--- src/sv/lpc_serial_mult.sv ---
// ----------------------------------------------------------------------------
// lpc_serial_mult
// Digit-serial multiplier: signed multiplicand times unsigned multiplier,
// one multiplier digit per cycle, low product digits shifted out as they settle.
// ----------------------------------------------------------------------------
module lpc_serial_mult #(
    parameter int A_WIDTH     = 21,
    parameter int B_WIDTH     = 16,
    parameter int DIGIT_WIDTH = 4
) (
    input  logic                              clk,
    input  logic                              rst_n,
    input  logic                              start,
    input  logic signed [A_WIDTH-1:0]         a,
    input  logic        [B_WIDTH-1:0]         b,
    output logic                              done,
    output logic signed [A_WIDTH+B_WIDTH-1:0] product
);

    localparam int NDIG = (B_WIDTH + DIGIT_WIDTH - 1) / DIGIT_WIDTH;
    localparam int BP   = NDIG * DIGIT_WIDTH;
    localparam int HW   = A_WIDTH + 1;
    localparam int TW   = A_WIDTH + DIGIT_WIDTH + 1;
    localparam int CW   = $clog2(NDIG + 1);

    logic signed [A_WIDTH-1:0] a_reg;
    logic        [BP-1:0]      b_reg;
    logic signed [HW-1:0]      hi_reg;
    logic        [BP-1:0]      lo_reg;
    logic        [CW-1:0]      cnt_reg;
    logic                      busy_reg;
    logic                      done_reg;

    logic [DIGIT_WIDTH-1:0]    digit;
    logic signed [TW-1:0]      pp;
    logic signed [TW-1:0]      t;
    logic [HW+BP-1:0]          full;

    assign digit = b_reg[DIGIT_WIDTH-1:0];
    assign pp    = $signed({{(TW-A_WIDTH){a_reg[A_WIDTH-1]}}, a_reg})
                 * $signed({{(TW-DIGIT_WIDTH){1'b0}}, digit});
    assign t     = $signed({{DIGIT_WIDTH{hi_reg[HW-1]}}, hi_reg}) + pp;

    assign full    = {hi_reg, lo_reg};
    assign product = $signed(full[A_WIDTH+B_WIDTH-1:0]);
    assign done    = done_reg;

    // operand and product shift registers
    always_ff @(posedge clk)
    begin
        if (start && !busy_reg)
        begin
            a_reg  <= a;
            b_reg  <= BP'(b);
            hi_reg <= '0;
            lo_reg <= '0;
        end
        else if (busy_reg)
        begin
            b_reg  <= b_reg >> DIGIT_WIDTH;
            hi_reg <= t[TW-1:DIGIT_WIDTH];
            lo_reg <= BP'({t[DIGIT_WIDTH-1:0], lo_reg} >> DIGIT_WIDTH);
        end
    end

    always_ff @(posedge clk or negedge rst_n)
    begin
        if (!rst_n)
        begin
            cnt_reg  <= '0;
            busy_reg <= 1'b0;
            done_reg <= 1'b0;
        end
        else
        begin
            done_reg <= 1'b0;
            if (start && !busy_reg)
            begin
                cnt_reg  <= CW'(NDIG);
                busy_reg <= 1'b1;
            end
            else if (busy_reg)
            begin
                cnt_reg <= cnt_reg - CW'(1);
                if (cnt_reg == CW'(1))
                begin
                    busy_reg <= 1'b0;
                    done_reg <= 1'b1;
                end
            end
        end
    end

    a_start_idle: assert property (@(posedge clk) disable iff (!rst_n)
        start |-> !busy_reg)
        else $error("multiplier started while busy");

    a_busy_count: assert property (@(posedge clk) disable iff (!rst_n)
        busy_reg |-> cnt_reg != '0)
        else $error("multiplier busy with empty digit count");

    a_done_pulse: assert property (@(posedge clk) disable iff (!rst_n)
        done_reg |=> !done_reg)
        else $error("multiplier done held longer than one cycle");

endmodule

--- config.mk ---
export PLATFORM = sky130hd
export DESIGN_NAME = lpc_serial_mult
export DESIGN_NICKNAME = d
export VERILOG_FILES = /design/src/sv/lpc_serial_mult.sv
export SDC_FILE = /design/constraint.sdc
export NUM_CORES = 1
export LEC_CHECK = 0
export CORE_ASPECT_RATIO = 0.9
export CORE_UTILIZATION = 25
export DETAILED_ROUTE_END_ITERATION = 8
export DONT_BUFFER_PORTS = 1
export GPL_TIMING_DRIVEN = 0
export PLACE_DENSITY_LB_ADDON = 0.08
export SLEW_MARGIN = 20
export SYNTH_ARGS = -nofsm -noshare
export SYNTH_HDL_FRONTEND = slang
export SYNTH_SLANG_ARGS = --single-unit
--- constraint.sdc ---
create_clock -name clk -period 4.7 [get_ports clk]
set_input_delay 0.47 -clock clk [delete_from_list [all_inputs] [get_ports clk]]
set_output_delay 0.47 -clock clk [all_outputs]
set_load 0.05 [all_outputs]
; Word level (Yosys, flattened, before mapping)
; Cells that the tools add are included.
[word_totals]
latch_bits = 0
n_memories = 0
out_inout_bits = 38
romBits = 0
register_bits = 80
wordCells = 24
ram_bits = 0
inputBits = 40
[classes]
n_mux = 10
bitwise = 0
shifts = 0
n_eq_ne = 1
add_sub_neg = 2
n_reduce_logical = 3
n_div = 0
n_lt_le_gt_ge = 0
multipliers = 1
[ops]
columns = op, count
row1 = two-way mux 16 bit, 2
row2 = adder 22 x 26 -> 26 bit, 1
row3 = multiplier 21 x 5 -> 26 bit, 1
row4 = two-way mux 1 bit, 6
row5 = two-way mux 3 bit, 2
row6 = "equality test 3 x 1 -> 1 bit, second input constant", 1
row7 = "subtractor 3 x 1 -> 3 bit, second input constant", 1
row8 = nonzero test 2 bit, 1
row9 = logical AND 1 bit, 1
row10 = zero test 1 bit, 1

; Logic depth before layout (Yosys ltp)
[logic_depth]
ltp_word = 4
depth_mapped = 17
mapped_depth_nobuf = 15

; Least setup slack after synthesis
; Ideal clock, no wire load.
[synth_timing]
path_type = register to register
startpoint = register b_reg[1]
endpoint = register hi_reg[10]
arrival_time_ps = 3977
period_less_slack_ps = 4131
path_slack_ps = 569
path_buffers = 1
setup_time_ps = 154
path_stages_with_launch = 17
t_required_ps = 4546
path_cell_list = edfxtp_1 clkbuf_1 nand2_1 fa_1 inv_1 fa_1 inv_1 fa_1 inv_1 ha_1 a21oi_1 o21ai_2 a2111oi_2 o21ai_0 a21oi_1 xor2_1 o22ai_1
[synth_via]
elab_chain_len = 2
[synth_lines]
columns = element, line_no
row1 = start: declaration, 27  ; logic [BP-1:0] b_reg;
row2 = start signal: assignment, 54  ; b_reg <= BP'(b);
row3 = start signal: assignment, 60  ; b_reg <= b_reg >> DIGIT_WIDTH;
row4 = multiplier 21 x 5 -> 26 bit, 41  ; * $signed({{(TW-DIGIT_WIDTH){1'b0}}, digit});
row5 = adder 22 x 26 -> 26 bit, 42  ; assign t = $signed({{DIGIT_WIDTH{hi_reg[HW-1]}}, hi_reg}) + pp;
row6 = end signal: assignment, 61  ; hi_reg <= t[TW-1:DIGIT_WIDTH];
row7 = end: declaration, 28  ; logic signed [HW-1:0] hi_reg;
; No other way between the ends.
; A chain may end at the register's enable or synchronous reset.

; Worst setup path after layout
[layout_timing]
startpoint = register b_reg[0]
endpoint = register hi_reg[21]
; The elaborated chain is that of the path after synthesis.

==> reports/metrics.yaml <==
outcome: "complete, no violations"
cp_num_buf_inv: 4
dpl_cell_area_um2: 7123
ys.flop_type: "dfxtp_1"
hold_violations: 0
synth_top_cell_area_share: 0.1932
clockBufferDepth: 2
critical_path_class: "flip-flop to flip-flop"
synth.most_common_cell: "inv_1"
final_cells: 1073
cts_made_buffers: 9
critPathCaptureType: "flip-flop"
dp_slack_ns: -0.4566
chipWidth_um: 173.7
required_ns: 4.99
grt-ovfl-total: 0
synthArstFlopShare: 0.06250
synthesis.nets: 863
grt_pass1_vias: 4885
fmax_mhz: 222.5
h-tree-depth: 3
clock-sinks: 80
cts.clk_slew.worst_paths_ns: 0.07
multiInputGateArea_um2: 3918
numPortBuffers: 0
cts_root_buf: "clkbuf_16"
placed_cells: 1056
grt_util_all_layers: 0.1337
skew_ns: 0.01008
grt_max_degree: 23
cp.arrival_ns: 4.79
slew_violations: 0
vias_per_cell: 4.266
register_area_um2: 1997
vias: 4577
slowest_stage: "fa_1"
synth_commonest_cells: "inv_1, nand2_1, fa_1"
dp_hpwl_mm: 13.68
period_needed_ns: 4.494
post-route-period-util: 0.9561
drive_gt1_frac: 0.1034
synth_area_per_cell_um2: 9.391
drt_iter0_drc: 182
largest_register_ff_count: 22
rsz0062_at_grt: "yes"
slew_headroom: 0.5254
finalWirelength_mm: 17.08
fin_ws_ns: 0.2061
crit_path_start_kind: "flip-flop"
die-height_um: 156.5
row_count: 56
remaining_drc_errors: 0
finalSetupTns_ns: 0
crit_path_max_fanout: 10
cts_tree: "built"
synth_seq_area_share: 0.3012
netlist_top_cells_area: "fa_1, edfxtp_1, dfxtp_1"
drv_cap: 0
yosys_warnings: 0
area_growth_pct: 13.30
num-fill-cells: 2817
setup_violations: 0
cp_cell_sequence: "buf_4 > nand2_1 > fa_1 > inv_1 > fa_1 > inv_1 > fa_1 > inv_1 > ha_1 > and3_1 > and2_1 > nor2b_1 > nor3b_2 > a41oi_2 > or3_1 > nand3_1"
first_pass_iters: 4
synth.distinct_cells: 52
ys_ff_latch: 80
die_area_um2: 27180
final_cell_area_um2: 7512
start_util: 0.2544
gp_congestion: 0.7794
worstMarginPinSlew_ns: 0.7119
yosysTopAreaCell: "fa_1"
postSynthCellCount: 706
io_pins: 78
hp-class: "input port to flip-flop"
routedWlPerCell_um: 15.92
synth-edff-count: 37
antenna_found_initial: 0
worstSkewPairLatency_ns: 0.35
grt_pass1_wl_mm: 27.37
ant_nets: 0
cp_top_family: "adder cells"
synth_area_um2: 6630
diodes: 0
nNetsFinal: 877
cpPeakStageDelay_ns: 0.54
fp.coreArea_um2: 26070
## stage by stage
step | utilization | hold slack, ns
2_1_floorplan | - | 0.1744
3_3_place_gp | 0.2711 | 0.1748
3_5_place_dp | 0.2733 | 0.1748
4_1_cts | 0.2864 | 0.1898
5_1_grt | 0.2882 | 0.1903
6_report | 0.2882 | 0.2069
## layer usage
metal,part of all wire,track usage
met1,0.51,0.1848
met5,0,0
met2,0.44,0.2100
met4,0.0067,0.03133
met3,0.041,0.03207
## timing repair
action                                  in CTS  in global routing
gates resized for setup                     12                 12
hold endpoints to repair                     5                  0
endpoints found under the setup margin      13                  5
setup buffers                                0                  1
hold buffers                                 1                  0
pin swaps                                    0                  2
## cell type report
class,count,area share
clock inverter,4,0.004164
sequential,80,0.2658
timing repair buffer,4,0.009660
tap,348,0.05796
buffer,44,0.03681
inverter,134,0.06696
clock buffer,12,0.03714
multi-input combinational,447,0.5215
## cell usage in the layout (no fill, tap or decap), drive strengths merged, types with 2 or more instances in the layout
master / n
a211oi: 3
a21o: 5
a21oi: 26
a221oi: 2
a31oi: 5
a41oi: 2
and2: 52
and3: 4
buf: 35
clkbuf: 24
clkinv: 3
dfrtp: 5
dfxtp: 38
edfxtp: 37
fa: 64
ha: 53
inv: 135
mux2: 12
mux2i: 2
nand2: 93
nand2b: 2
nand3: 6
nor2: 14
nor2b: 4
nor3: 8
o211ai: 2
o21ai: 32
o21bai: 2
o22ai: 16
o31ai: 3
xnor2: 15
xor2: 8
## final timing paths
path                            cells after the start  slack [ns]  startpoint         end
worst max-delay path                               16        0.21    b_reg[0]  hi_reg[21]
worst min-delay path                                1        0.21       start   hi_reg[1]
worst max register to register                     16        0.21    b_reg[0]  hi_reg[21]
worst min register to register                      2        0.52  hi_reg[21]  hi_reg[21]
max in group asynchronous                           1        4.06       rst_n  cnt_reg[2]
min in group asynchronous                           1        0.42       rst_n  cnt_reg[0]
## cells by family after synthesis
kind of cell / count (synthesis) / synth area share
compound gates: 105 / 0.1015
mux: 14 / 0.02340
fa+ha+maj: 117 / 0.2933
buf+inv: 179 / 0.1138
flops: 80 / 0.3012
simple gates: 188 / 0.1364
xor+xnor: 23 / 0.03038
Power is left out: the tool's default activity adds up to more than one toggle a clock period on the data nets, which glitch-free logic cannot reach.
